$ cat src/hw/rtl/pwm_tone_sequencer_unit_defines.svh
// Assertion macros shared by the tone sequencer RTL.
// No dependencies; included by modules that carry concurrent checks.
`ifndef PWM_TONE_SEQUENCER_UNIT_DEFINES_SVH
`define PWM_TONE_SEQUENCER_UNIT_DEFINES_SVH

// antecedent implies consequent in the same cycle
`define PTS_ASSERT_IMPL(lbl, clk, rst_n, ante, cons) \
    lbl: assert property (@(posedge clk) disable iff (!rst_n) (ante) |-> (cons)) \
        else $error("pts: same-cycle check failed");

// antecedent implies consequent in the next cycle
`define PTS_ASSERT_NEXT(lbl, clk, rst_n, ante, cons) \
    lbl: assert property (@(posedge clk) disable iff (!rst_n) (ante) |=> (cons)) \
        else $error("pts: next-cycle check failed");

// condition must never hold
`define PTS_ASSERT_NEVER(lbl, clk, rst_n, expr) \
    lbl: assert property (@(posedge clk) disable iff (!rst_n) !(expr)) \
        else $error("pts: forbidden condition seen");

`endif

$ cat src/hw/rtl/pts_pkg.sv
// Shared types and constants of the tone sequencer.
// No dependencies; imported by every module of the block.
package pts_pkg;

    localparam int HZ_W     = 16;
    localparam int MS_W     = 16;
    localparam int PERIOD_W = 30;
    localparam int HIGH_W   = 29;
    localparam int QCNT_W   = 5;
    localparam int DIV_BITS = 30;
    localparam int BIT_W    = $clog2(DIV_BITS);

    // one second in nanoseconds, the fixed dividend of the period divider
    localparam logic [DIV_BITS-1:0] NS_PER_SEC = 30'd1000000000;

    typedef enum logic [1:0] {
        CMD_TICK = 2'd0,
        CMD_BEEP = 2'd1,
        CMD_SET  = 2'd2
    } t_command;

    // controller to datapath
    typedef struct packed {
        logic exec;
        logic div_start;
        logic out_load;
    } t_ctrl_cmd;

    // datapath to controller
    typedef struct packed {
        logic div_done;
    } t_dp_status;

endpackage

$ cat src/hw/rtl/pts_ctrl.sv
// Sequencing controller of the tone sequencer: handshakes and step order.
// Depends on pts_pkg and the assertion macro header.
`include "pwm_tone_sequencer_unit_defines.svh"

module pts_ctrl
    import pts_pkg::*;
(
    input  logic       i_clk,
    input  logic       i_rst_n,
    input  logic       i_in_valid,
    output logic       o_in_ready,
    output logic       o_out_valid,
    input  logic       i_out_ready,
    input  t_dp_status i_status,
    output t_ctrl_cmd  o_cmd
);

    typedef enum logic [1:0] {
        S_IDLE,
        S_START,
        S_DIV,
        S_HOLD
    } t_state;

    t_state r_state;
    logic   r_out_valid;
    logic   load_ok;

    // command decode
    always_comb begin
        load_ok         = !r_out_valid || i_out_ready;
        o_cmd.exec      = (r_state == S_IDLE) && i_in_valid;
        o_cmd.div_start = (r_state == S_START);
        o_cmd.out_load  = (((r_state == S_DIV) && i_status.div_done) ||
                           (r_state == S_HOLD)) && load_ok;
    end

    assign o_in_ready  = (r_state == S_IDLE);
    assign o_out_valid = r_out_valid;

    // state and output valid
    always_ff @(posedge i_clk) begin
        if (!i_rst_n) begin
            r_state     <= S_IDLE;
            r_out_valid <= 1'b0;
        end else begin
            if (o_cmd.out_load) begin
                r_out_valid <= 1'b1;
            end else if (r_out_valid && i_out_ready) begin
                r_out_valid <= 1'b0;
            end
            case (r_state)
                S_IDLE: begin
                    if (i_in_valid) begin
                        r_state <= S_START;
                    end
                end
                S_START: begin
                    r_state <= S_DIV;
                end
                S_DIV: begin
                    if (i_status.div_done) begin
                        r_state <= load_ok ? S_IDLE : S_HOLD;
                    end
                end
                S_HOLD: begin
                    if (i_out_ready) begin
                        r_state <= S_IDLE;
                    end
                end
                default: begin
                    r_state <= S_IDLE;
                end
            endcase
        end
    end

    // checks
    `PTS_ASSERT_NEXT(a_start_follows_accept, i_clk, i_rst_n, i_in_valid && o_in_ready, r_state == S_START)
    `PTS_ASSERT_IMPL(a_done_only_in_div, i_clk, i_rst_n, i_status.div_done, r_state == S_DIV)
    `PTS_ASSERT_IMPL(a_hold_has_pending, i_clk, i_rst_n, r_state == S_HOLD, r_out_valid)

endmodule

$ cat src/hw/rtl/pts_div.sv
// Restoring bit-serial divider: one second in ns over the tone frequency.
// Depends on pts_pkg; one quotient bit per cycle.
module pts_div
    import pts_pkg::*;
(
    input  logic                i_clk,
    input  logic                i_rst_n,
    input  logic                i_start,
    input  logic [HZ_W-1:0]     i_divisor,
    output logic [DIV_BITS-1:0] o_quotient,
    output logic                o_done
);

    logic                r_busy;
    logic                r_done;
    logic [BIT_W-1:0]    r_bit;
    logic [HZ_W-1:0]     r_rem;
    logic [HZ_W-1:0]     r_div;
    logic [DIV_BITS-1:0] r_quo;

    logic [HZ_W:0]       n_trial;
    logic [HZ_W-1:0]     n_rem;
    logic                n_qbit;

    // one restoring step
    always_comb begin
        n_trial = {r_rem, NS_PER_SEC[r_bit]};
        if (n_trial >= {1'b0, r_div}) begin
            n_rem  = HZ_W'(n_trial - {1'b0, r_div});
            n_qbit = 1'b1;
        end else begin
            n_rem  = HZ_W'(n_trial);
            n_qbit = 1'b0;
        end
    end

    // control
    always_ff @(posedge i_clk) begin
        if (!i_rst_n) begin
            r_busy <= 1'b0;
            r_done <= 1'b0;
        end else begin
            r_done <= 1'b0;
            if (i_start) begin
                r_busy <= 1'b1;
            end else if (r_busy && (r_bit == '0)) begin
                r_busy <= 1'b0;
                r_done <= 1'b1;
            end
        end
    end

    // remainder, quotient and bit index
    always_ff @(posedge i_clk) begin
        if (i_start) begin
            r_bit <= BIT_W'(DIV_BITS - 1);
            r_rem <= '0;
            r_div <= i_divisor;
            r_quo <= '0;
        end else if (r_busy) begin
            r_rem <= n_rem;
            r_quo <= {r_quo[DIV_BITS-2:0], n_qbit};
            if (r_bit != '0) begin
                r_bit <= r_bit - 1'b1;
            end
        end
    end

    assign o_quotient = r_quo;
    assign o_done     = r_done;

endmodule

$ cat src/hw/rtl/pts_datapath.sv
// Datapath: beep queue memory, countdown, tone state, divider, result register.
// Depends on pts_pkg, pts_div and the assertion macro header.
`include "pwm_tone_sequencer_unit_defines.svh"

module pts_datapath
    import pts_pkg::*;
#(
    parameter int QUEUE_DEPTH = 16
) (
    input  logic                i_clk,
    input  logic                i_rst_n,
    input  t_ctrl_cmd           i_cmd,
    output t_dp_status          o_status,
    input  logic [1:0]          i_command,
    input  logic [HZ_W-1:0]     i_tone_hz,
    input  logic [MS_W-1:0]     i_duration_ms,
    input  logic                i_cfg_we,
    input  logic                i_cfg_wdata,
    output logic                o_pwm_on,
    output logic [PERIOD_W-1:0] o_period_ns,
    output logic [HIGH_W-1:0]   o_high_ns,
    output logic                o_pwm_polarity,
    output logic [HZ_W-1:0]     o_current_hz,
    output logic [QCNT_W-1:0]   o_queued_count,
    output logic                o_push_dropped
);

    localparam int PTR_W = $clog2(QUEUE_DEPTH);
    localparam int CNT_W = $clog2(QUEUE_DEPTH + 1);
    localparam int ENT_W = HZ_W + MS_W;

    // queue memory and registered head entry
    logic [ENT_W-1:0] r_mem [QUEUE_DEPTH];
    logic [ENT_W-1:0] r_head;

    // sequencer state
    logic [PTR_W-1:0] r_rd_ptr,  n_rd_ptr;
    logic [PTR_W-1:0] r_wr_ptr,  n_wr_ptr;
    logic [CNT_W-1:0] r_count,   n_count;
    logic [MS_W-1:0]  r_remain,  n_remain;
    logic             r_active,  n_active;
    logic [HZ_W-1:0]  r_playing, n_playing;
    logic             r_dropped, n_dropped;
    logic             r_polarity;
    logic             wr_en;

    // result register
    logic                r_pwm_on;
    logic [PERIOD_W-1:0] r_period;
    logic [HIGH_W-1:0]   r_high;
    logic                r_pol_out;
    logic [HZ_W-1:0]     r_cur_hz;
    logic [QCNT_W-1:0]   r_qcnt;
    logic                r_drop_out;

    logic [DIV_BITS-1:0] quotient;
    logic [PERIOD_W-1:0] period_val;
    logic                div_done;

    function automatic logic [PTR_W-1:0] next_ptr(input logic [PTR_W-1:0] p);
        next_ptr = (p == PTR_W'(QUEUE_DEPTH - 1)) ? '0 : p + 1'b1;
    endfunction

    // command execution
    always_comb begin
        n_rd_ptr  = r_rd_ptr;
        n_wr_ptr  = r_wr_ptr;
        n_count   = r_count;
        n_remain  = r_remain;
        n_active  = r_active;
        n_playing = r_playing;
        n_dropped = 1'b0;
        wr_en     = 1'b0;
        case (t_command'(i_command))
            CMD_TICK: begin
                if (r_active) begin
                    if (r_remain <= MS_W'(1)) begin
                        // countdown expired: pop next beep or fall silent
                        if (r_count == '0) begin
                            n_playing = '0;
                            n_active  = 1'b0;
                            n_remain  = '0;
                        end else begin
                            n_rd_ptr  = next_ptr(r_rd_ptr);
                            n_count   = r_count - 1'b1;
                            n_playing = r_head[ENT_W-1:MS_W];
                            n_remain  = r_head[MS_W-1:0];
                            n_active  = 1'b1;
                        end
                    end else begin
                        n_remain = r_remain - 1'b1;
                    end
                end
            end
            CMD_BEEP: begin
                if ((i_tone_hz == '0) && (i_duration_ms == '0)) begin
                    // stop: flush queue and silence
                    n_active  = 1'b0;
                    n_remain  = '0;
                    n_count   = '0;
                    n_rd_ptr  = '0;
                    n_wr_ptr  = '0;
                    n_playing = '0;
                end else if (r_count >= CNT_W'(QUEUE_DEPTH)) begin
                    n_dropped = 1'b1;
                end else begin
                    wr_en    = 1'b1;
                    n_wr_ptr = next_ptr(r_wr_ptr);
                    n_count  = r_count + 1'b1;
                    if (r_count == '0) begin
                        n_remain = MS_W'(1);
                        n_active = 1'b1;
                    end
                end
            end
            CMD_SET: begin
                n_playing = i_tone_hz;
            end
            default: begin
            end
        endcase
    end

    // state registers
    always_ff @(posedge i_clk) begin
        if (!i_rst_n) begin
            r_rd_ptr   <= '0;
            r_wr_ptr   <= '0;
            r_count    <= '0;
            r_remain   <= '0;
            r_active   <= 1'b0;
            r_playing  <= '0;
            r_dropped  <= 1'b0;
            r_polarity <= 1'b0;
        end else begin
            if (i_cmd.exec) begin
                r_rd_ptr  <= n_rd_ptr;
                r_wr_ptr  <= n_wr_ptr;
                r_count   <= n_count;
                r_remain  <= n_remain;
                r_active  <= n_active;
                r_playing <= n_playing;
                r_dropped <= n_dropped;
            end
            if (i_cfg_we) begin
                r_polarity <= i_cfg_wdata;
            end
        end
    end

    // queue memory: one write port, registered read at the head
    always_ff @(posedge i_clk) begin
        if (i_cmd.exec && wr_en) begin
            r_mem[r_wr_ptr] <= {i_tone_hz, i_duration_ms};
        end
        r_head <= r_mem[r_rd_ptr];
    end

    // period divider
    pts_div u_div (
        .i_clk      (i_clk),
        .i_rst_n    (i_rst_n),
        .i_start    (i_cmd.div_start),
        .i_divisor  (r_playing),
        .o_quotient (quotient),
        .o_done     (div_done)
    );

    assign o_status.div_done = div_done;
    assign period_val = (r_playing != '0) ? PERIOD_W'(quotient) : '0;

    // result register
    always_ff @(posedge i_clk) begin
        if (i_cmd.out_load) begin
            r_pwm_on   <= (r_playing != '0);
            r_period   <= period_val;
            r_high     <= period_val[PERIOD_W-1:1];
            r_pol_out  <= r_polarity;
            r_cur_hz   <= r_playing;
            r_qcnt     <= QCNT_W'(r_count);
            r_drop_out <= r_dropped;
        end
    end

    assign o_pwm_on       = r_pwm_on;
    assign o_period_ns    = r_period;
    assign o_high_ns      = r_high;
    assign o_pwm_polarity = r_pol_out;
    assign o_current_hz   = r_cur_hz;
    assign o_queued_count = r_qcnt;
    assign o_push_dropped = r_drop_out;

    // checks
    `PTS_ASSERT_NEVER(a_count_bounded, i_clk, i_rst_n, r_count > CNT_W'(QUEUE_DEPTH))
    `PTS_ASSERT_IMPL(a_stopped_zero_remain, i_clk, i_rst_n, !r_active, r_remain == '0)
    `PTS_ASSERT_IMPL(a_queued_implies_active, i_clk, i_rst_n, r_count != '0, r_active)

endmodule

$ cat src/hw/rtl/pwm_tone_sequencer_unit.sv
// Top level of the PWM tone sequencer: controller plus datapath.
// Depends on pts_pkg, pts_ctrl and pts_datapath.
//
//  channel  | handshake                 | payload
//  ---------+---------------------------+----------------------------------------
//  input    | i_in_valid / o_in_ready   | i_command, i_tone_hz, i_duration_ms
//  result   | o_out_valid / i_out_ready | o_pwm_on ... o_push_dropped
//  config   | i_cfg_we (no wait)        | i_cfg_wdata (output polarity)
//
// From acceptance to a valid result, each item passes through the 30-step
// restoring divider that forms the PWM period.
// A new item is taken while an earlier result still waits at the output.
// Synchronous active-low reset; the queue memory needs no clearing pass.
// A stalled result holds the finished next one in the divider until taken.
module pwm_tone_sequencer_unit
    import pts_pkg::*;
#(
    parameter int QUEUE_DEPTH = 16
) (
    input  logic                i_clk,
    input  logic                i_rst_n,
    input  logic                i_in_valid,
    output logic                o_in_ready,
    input  logic [1:0]          i_command,
    input  logic [HZ_W-1:0]     i_tone_hz,
    input  logic [MS_W-1:0]     i_duration_ms,
    output logic                o_out_valid,
    input  logic                i_out_ready,
    output logic                o_pwm_on,
    output logic [PERIOD_W-1:0] o_period_ns,
    output logic [HIGH_W-1:0]   o_high_ns,
    output logic                o_pwm_polarity,
    output logic [HZ_W-1:0]     o_current_hz,
    output logic [QCNT_W-1:0]   o_queued_count,
    output logic                o_push_dropped,
    input  logic                i_cfg_we,
    input  logic                i_cfg_wdata
);

    t_ctrl_cmd  cmd;
    t_dp_status status;

    // controller
    pts_ctrl u_ctrl (
        .i_clk       (i_clk),
        .i_rst_n     (i_rst_n),
        .i_in_valid  (i_in_valid),
        .o_in_ready  (o_in_ready),
        .o_out_valid (o_out_valid),
        .i_out_ready (i_out_ready),
        .i_status    (status),
        .o_cmd       (cmd)
    );

    // datapath
    pts_datapath #(
        .QUEUE_DEPTH (QUEUE_DEPTH)
    ) u_dp (
        .i_clk          (i_clk),
        .i_rst_n        (i_rst_n),
        .i_cmd          (cmd),
        .o_status       (status),
        .i_command      (i_command),
        .i_tone_hz      (i_tone_hz),
        .i_duration_ms  (i_duration_ms),
        .i_cfg_we       (i_cfg_we),
        .i_cfg_wdata    (i_cfg_wdata),
        .o_pwm_on       (o_pwm_on),
        .o_period_ns    (o_period_ns),
        .o_high_ns      (o_high_ns),
        .o_pwm_polarity (o_pwm_polarity),
        .o_current_hz   (o_current_hz),
        .o_queued_count (o_queued_count),
        .o_push_dropped (o_push_dropped)
    );

endmodule

$ cat config.mk
export PLATFORM = sky130hd
export DESIGN_NAME = pwm_tone_sequencer_unit
export DESIGN_NICKNAME = d
export VERILOG_FILES = /design/src/hw/rtl/pts_pkg.sv /design/src/hw/rtl/pts_ctrl.sv /design/src/hw/rtl/pts_div.sv /design/src/hw/rtl/pts_datapath.sv /design/src/hw/rtl/pwm_tone_sequencer_unit.sv
export VERILOG_INCLUDE_DIRS = /design/src /design/src/hw/rtl
export SDC_FILE = /design/constraint.sdc
export NUM_CORES = 1
export LEC_CHECK = 0
export BUFFER_PORTS_ARGS = -buffer_cell sky130_fd_sc_hd__buf_4
export CELL_PAD_IN_SITES_DETAIL_PLACEMENT = 0
export CELL_PAD_IN_SITES_GLOBAL_PLACEMENT = 1
export CORE_MARGIN = 8
export CORE_UTILIZATION = 52
export DETAILED_ROUTE_END_ITERATION = 16
export GPL_ROUTABILITY_DRIVEN = 1
export PLACE_DENSITY_LB_ADDON = 0.1
export REMOVE_ABC_BUFFERS = 1
export SYNTH_ARGS = -nofsm -noshare
export SYNTH_HDL_FRONTEND = slang
export SYNTH_SLANG_ARGS = --single-unit
export TNS_END_PERCENT = 100
$ cat constraint.sdc
create_clock -name i_clk -period 4.07 [get_ports i_clk]
set_input_delay 0.6105 -clock i_clk [delete_from_list [all_inputs] [get_ports i_clk]]
set_output_delay 0.6105 -clock i_clk [all_outputs]
set_load 0.01 [all_outputs]
Word-level counts from Yosys, hierarchy flattened:

Memory sizes are Yosys's and may differ from the RTL's. A register that Yosys moved wholly into a read port is not among the register bits.
Index checks and enable logic that the tools add are counted.

* input port bits: 40
* logic and storage cells: 142
* memory bits (read-only): 32
* memory bits (writable): 512
* memories kept: 2
* latch bits: 0
* register bits after elaboration: 174

Memories
* u_dp.r_mem: depth 16, width 32, read ports 1, clocked after Yosys merged registers in 1, wr ports 1, RTL line pts_datapath.sv:33 `logic [ENT_W-1:0] r_mem [QUEUE_DEPTH];`
* (no name shown): depth 32, width 1, read ports 1, clocked after Yosys merged registers in 1, wr ports 0, RTL line pts_div.sv:27 `n_trial = {r_rem, NS_PER_SEC[r_bit]};`

* shift operators: 0
* equality and inequality tests: 17
* reductions and logical operators: 31
* bitwise gates (word level): 1
* magnitude comparators: 4
* $add $sub $neg: 7
* multiply operators: 0
* divide/modulo/power cells: 0
* mux-type cells: 57

Operators by type and width (count)
* $mux 16: 11
* $pmux 16 s3: 1
* $mux 5: 7
* $logic_not 16->1: 2
* $mux 4: 8
* $pmux 16 s2: 1
* $mux 1: 21
* $ge 17x16->1: 1
* $le 16x1->1 const B: 1
* $reduce_bool 16->1: 1
* $sub 16x1->16 const B: 1
* $sub 16x16->16: 1
* $reduce_and 6->1: 2
* $logic_not 5->1: 2
* $ne 2x1->1 const B: 5
* $pmux 5 s2: 1
* $reduce_and 5->1: 2
* $sub 5x1->5 const B: 2
* $add 4x1->4 const B: 2
* $eq 4x4->1 const B: 2
* $mux 2: 4
* $pmux 2 s4: 1
* $pmux 4 s2: 1
* $logic_and 1x1->1: 7
* 20 further kinds: 30

Longest topological paths before layout:

* depth after elaboration: 7
* gate-level depth with buffers: 12

By module:

Synthesis repeated with hierarchy kept, for this count alone.

* cells, all modules: 1840
* area total of the unflattened synthesis: 29095.4 um^2

By module, submodules not included
* pts_datapath: sequential area each 18597.8 um^2, cells each 1471, area an instance 25445.7 um^2, instances 1
* pts_div: sequential area each 1561.5 um^2, cells each 350, area an instance 3492.1 um^2, instances 1
* pts_ctrl: sequential area each 60.1 um^2, cells each 19, area an instance 157.7 um^2, instances 1

Worst setup path before layout:

Ideal clock, no wire load.

* path type: input to register
* from: input port i_out_ready
* to: register u_dp.r_cur_hz[0] (netlist: u_dp.o_current_hz[0]), enable pin
* arrival time: 2.939 ns
* stages: 2
* setup slack: 0.665 ns
* path buffers: 0
* cells stage by stage: nor2b_1 nor2_1

RTL lines
* start: declaration: RTL line pwm_tone_sequencer_unit.sv:28 `input logic i_out_ready,`
* end signal: assignment: RTL line pts_datapath.sv:179 `r_cur_hz <= r_playing;`
* end: declaration: RTL line pts_datapath.sv:52 `logic [HZ_W-1:0] r_cur_hz;`

Final worst setup path:

* from: register u_dp.u_div.r_div[6]
* to: register u_dp.u_div.r_rem[0]

* word-level cells in the longest chain between the ends: 2

RTL lines
* start: declaration: RTL line pts_div.sv:18 `logic [HZ_W-1:0] r_div;`
* start signal: assignment: RTL line pts_div.sv:58 `r_div <= i_divisor;`
* $ge 17x16->1: RTL line pts_div.sv:28 `if (n_trial >= {1'b0, r_div}) begin`
* $mux 16: RTL line pts_div.sv:28
* end signal: assignment: RTL line pts_div.sv:61 `r_rem <= n_rem;`
* end: declaration: RTL line pts_div.sv:17 `logic [HZ_W-1:0] r_rem;`

No other way between the ends.
A chain may end at the register's enable or synchronous reset.

==> summary.txt <==
Run status
  – Outcome: completed

Clocking
  – H-tree lvl count: 3
  – # hold bufs at CTS: 0
  – Clk slew on worst S/H paths: approximately 60 ps
  – Post CTS Setup Buffer Count: 0
  – CTS tree: built
  – Clk sinks: around 720
  – Clock Path Buffers: 3
  – Post-cts repair resize count: 0
  – Skew-Pair Late Insertion Delay: 620 ps
  – Root Driver: clkbuf_16
  – CTS Buf Count: 75

Power
  – Int Power: 12.9 mW
  – Combinational share of power: 0.100
  – Worst VDD drop: about 430 uV
  – Sw Ratio: 0.233
  – Seq pwr share: 0.491
  – Clk pwr share: 0.409
  – Static Leakage: ~11 nW
  – Sw power: 3.90 mW
  – Pwr dens: 505 mW/mm^2

Route
  – Antenna-violating nets left: 0
  – Final wirelength: ~66000 um
  – Vias: 16400
  – Routed vias/inst: 5.79
  – WL per Instance: about 23 um
  – First-pass detailed-route iteration total: 5
  – Starting DRT DRC Count: roughly 1400
  – Drt drc: 0

Synthesis
  – Ys async rst share: 0
  – Synth Area in Compound Gates: 0.0810
  – Post-synthesis xor/xnor area fraction: 0.00544
  – Synth Flop Type: edfxtp_1
  – Sequential area share after synthesis: 0.698
  – Post-synth EDFFs: between 500 and 600
  – Main combinational cell family by area after synthesis: multiplexers
  – Synth unique cells: 68
  – Register bit total from synthesis: 719
  – Syn Area/Cell: 15.2 um^2
  – Synthesized-area fraction occupied by adder cells: 0.0149
  – Simple-Gate Fraction of Synth Area: 0.0630
  – YS warnings: 0
  – Multiplexer share of the synthesized area: 0.111
  – Mapped Area: 0.0290 mm^2
  – Post-Synthesis Cells: 1904

STA
  – Worst-margin pin slew: between 1000 and 1500 ps
  – RSZ-0062 raised after global routing: no
  – Final period utilization: 0.756
  – Setup TNS: 0 ps
  – Final setup viols: 0
  – Max Fclk: about 0.32 GHz
  – Final hold vios: 0
  – Slew HR: 0.231
  – Pins Over Slew Limit: 0
  – Fin crit period: ~3100 ps
  – Worst Clk Skew: around 26 ps

Place
  – GP Congestion: ~0.8
  – DP Wirelength: roughly 38000 um
  – Port Buffers: roughly 120

Setup path
  – Max FO, Critical Path: 14
  – Class of the most critical setup path: reg -> reg
  – WP data arrival: approximately 3600 ps
  – Worst EP required: between 4000 and 5000 ps
  – R2r worst-path depth: 10
  – Worst Setup End Kind: flop
  – Crit start category: flop

Floorplan
  – Core Region: 0.0551 mm^2
  – Num rows: 86
  – Initial core utilization: 0.526
  – I/O pin count: roughly 130
  – Die Ht: roughly 250 um
  – Die area: 0.0635 mm^2
  – Die W: around 250 um

Worst hold path
  – Worst min path class: in -> reg
  – Worst hold stages: 3

Cells and area
  – FF+latch area: 0.0202 mm^2
  – Fin util: 0.603
  – Fillers: about 4200
  – Synthesis-to-layout area growth: 14.6%
  – Area of the multi-input gates: slightly above 0.008 mm^2
  – Fin nets: 2093
  – Share of cells above drive strength 1: 0.191

Global route
  – Global-route wire length before repair: 99100 um
  – GRT Overall Usage: 0.204
  – Vias in the first global route: around 16000
  – Largest net degree at the start of global routing: 64
  – GRT overflow: 0
  – Initial antenna violation count: 3

Run
  – Max cap viols: 0
## through the flow
step / worst slack [ps] / instance area, um^2 / power [mW] / hold WS, ps / cells
5_1_grt: 784 / 33200 / 17.4 / 277 / 2827
6_report: 993 / 33200 / 16.8 / 277 / 2827
4_1_cts: 933 / 33200 / 16.9 / 247 / 2826
3_5_place_dp: 544 / 30700 / 10.0 / 419 / 2690
3_3_place_gp: 634 / 30700 / 10.0 / 417 / 2690
2_1_floorplan: -4260 / 28400 / 9.57 / 408 / 1773
## power groups by stage
stage	Clock, mW	Sequential, mW	Combinational [mW]
4_1_cts	7.00	8.23	1.67
3_5_place_dp	0	8.38	1.67
3_3_place_gp	0	8.38	1.64
5_1_grt	7.26	8.25	1.86
2_1_floorplan	0	8.39	1.18
6_report	6.86	8.23	1.67
## metal layers
layer / global-route usage / up-vias / routed length (um)
met3: 0.0397 / 112 / 3580
met4: 0.0534 / 2 / 1440
li1: - / 7565 / -
met5: 0 / - / 13
met1: 0.283 / 8259 / 29400
met2: 0.330 / 443 / 31400
## sequential cells by signal, summed over array words and instances, names as in the netlist, 2 cells and up
name / flops
u_dp.r_playing: 16
u_dp.u_div.r_div: 16
u_dp.o_current_hz: 16
u_dp.r_count: 5
u_dp.r_remain: 16
u_ctrl.r_state: 2
u_dp.r_head: 32
u_dp.o_queued_count: 5
u_dp.u_div.o_quotient: 30
u_dp.o_high_ns: 29
u_dp.r_wr_ptr: 4
u_dp.r_rd_ptr: 4
u_dp.r_mem: 512
u_dp.u_div.r_rem: 16
u_dp.u_div.r_bit: 5
## worst max-delay path, stage by stage, from the launching register on
cell,delay [ps]
edfxtp_1,320
inv_1,40
ha_1,320
a21o_1,220
a211oi_1,90
a21oi_1,320
a21oi_1,180
o31ai_2,630
buf_4,360
mux2_2,360
o21ai_0,140
## placed cells by master, fill, tap and decap left out, drive strengths merged, types with 5 or more instances in the layout
cell type,count
ha,33
o21ai,84
buf,169
mux2,13
mux2i,163
inv,42
xor2,6
o221a,6
nor2,79
o31ai,10
dfxtp,137
nand4,9
clkbuf,95
edfxtp,582
o211a,17
nor4,17
bufinv,8
a221oi,36
a21o,7
and2,49
nor2b,20
a21boi,10
xnor2,12
nand2,139
or2,5
nor3,12
a22oi,56
clkinv,31
o21a,8
a211oi,6
nand3,20
o211ai,5
a21oi,70
mux4,64
a2111oi,5
## cell families after synthesis
kind of cell / after synthesis
DFF: 719
and+or+nand+nor: 378
AOI/OAI and AO/OA: 344
muxes: 240
buffers and inverters: 171
adders and majority gates: 34
xor gates and xnor gates: 18
## cell type report
type / count / share of cell area
inverter: 40 / 0.00452
tap: 748 / 0.0282
timing repair buffer: 169 / 0.0412
sequential: 719 / 0.609
clock buffer: 95 / 0.0616
clock inverter: 41 / 0.0129
antenna: 1 / 0.0000754
multi-input combinational: 1014 / 0.242
## synthesized netlist by cell type, types with 4 or more instances
cell / instances / area (um^2)
a2111oi_0: 4 / 35.0
a211oi_1: 6 / 45.0
a21boi_0: 9 / 67.6
a21o_1: 7 / 52.6
a21oi_1: 69 / 345
a221oi_1: 36 / 315
a22oi_1: 56 / 420
a31oi_1: 4 / 25.0
and2_1: 47 / 294
buf_1: 23 / 86.3
buf_2: 9 / 45.0
buf_4: 29 / 218
clkbuf_1: 70 / 263
dfxtp_1: 137 / 2740
edfxtp_1: 582 / 17500
ha_1: 33 / 413
inv_1: 40 / 150
mux2_2: 13 / 146
mux2i_1: 163 / 1630
mux4_2: 64 / 1440
nand2_1: 139 / 522
nand2b_1: 4 / 25.0
nand3_1: 20 / 100
nand3b_1: 4 / 30.0
nand4_1: 9 / 56.3
nor2_1: 79 / 297
nor2b_1: 20 / 125
nor3_1: 12 / 60.1
nor3b_1: 4 / 30.0
nor4_1: 17 / 106
o211a_1: 17 / 170
o211ai_1: 5 / 37.5
o21a_1: 8 / 60.1
o21ai_0: 83 / 415
o221a_2: 5 / 56.3
o31ai_1: 10 / 75.1
or2_2: 4 / 25.0
xnor2_1: 12 / 105
xor2_1: 6 / 52.6
## worst paths after layout
path	start	end	slack [ps]
setup / recovery	u_dp.u_div.r_div[6]$_DFFE_PP_	u_dp.u_div.r_rem[0]$_SDFFE_PP0P_	990
hold / removal	i_cfg_wdata	u_dp.r_polarity$_SDFFE_PN0P_	280
setup reg to reg	u_dp.u_div.r_div[6]$_DFFE_PP_	u_dp.u_div.r_rem[0]$_SDFFE_PP0P_	990
hold reg to reg	u_dp.r_polarity$_SDFFE_PN0P_	u_dp.o_pwm_polarity$_DFFE_PP_	430
(Power assumes the default switching activity.)
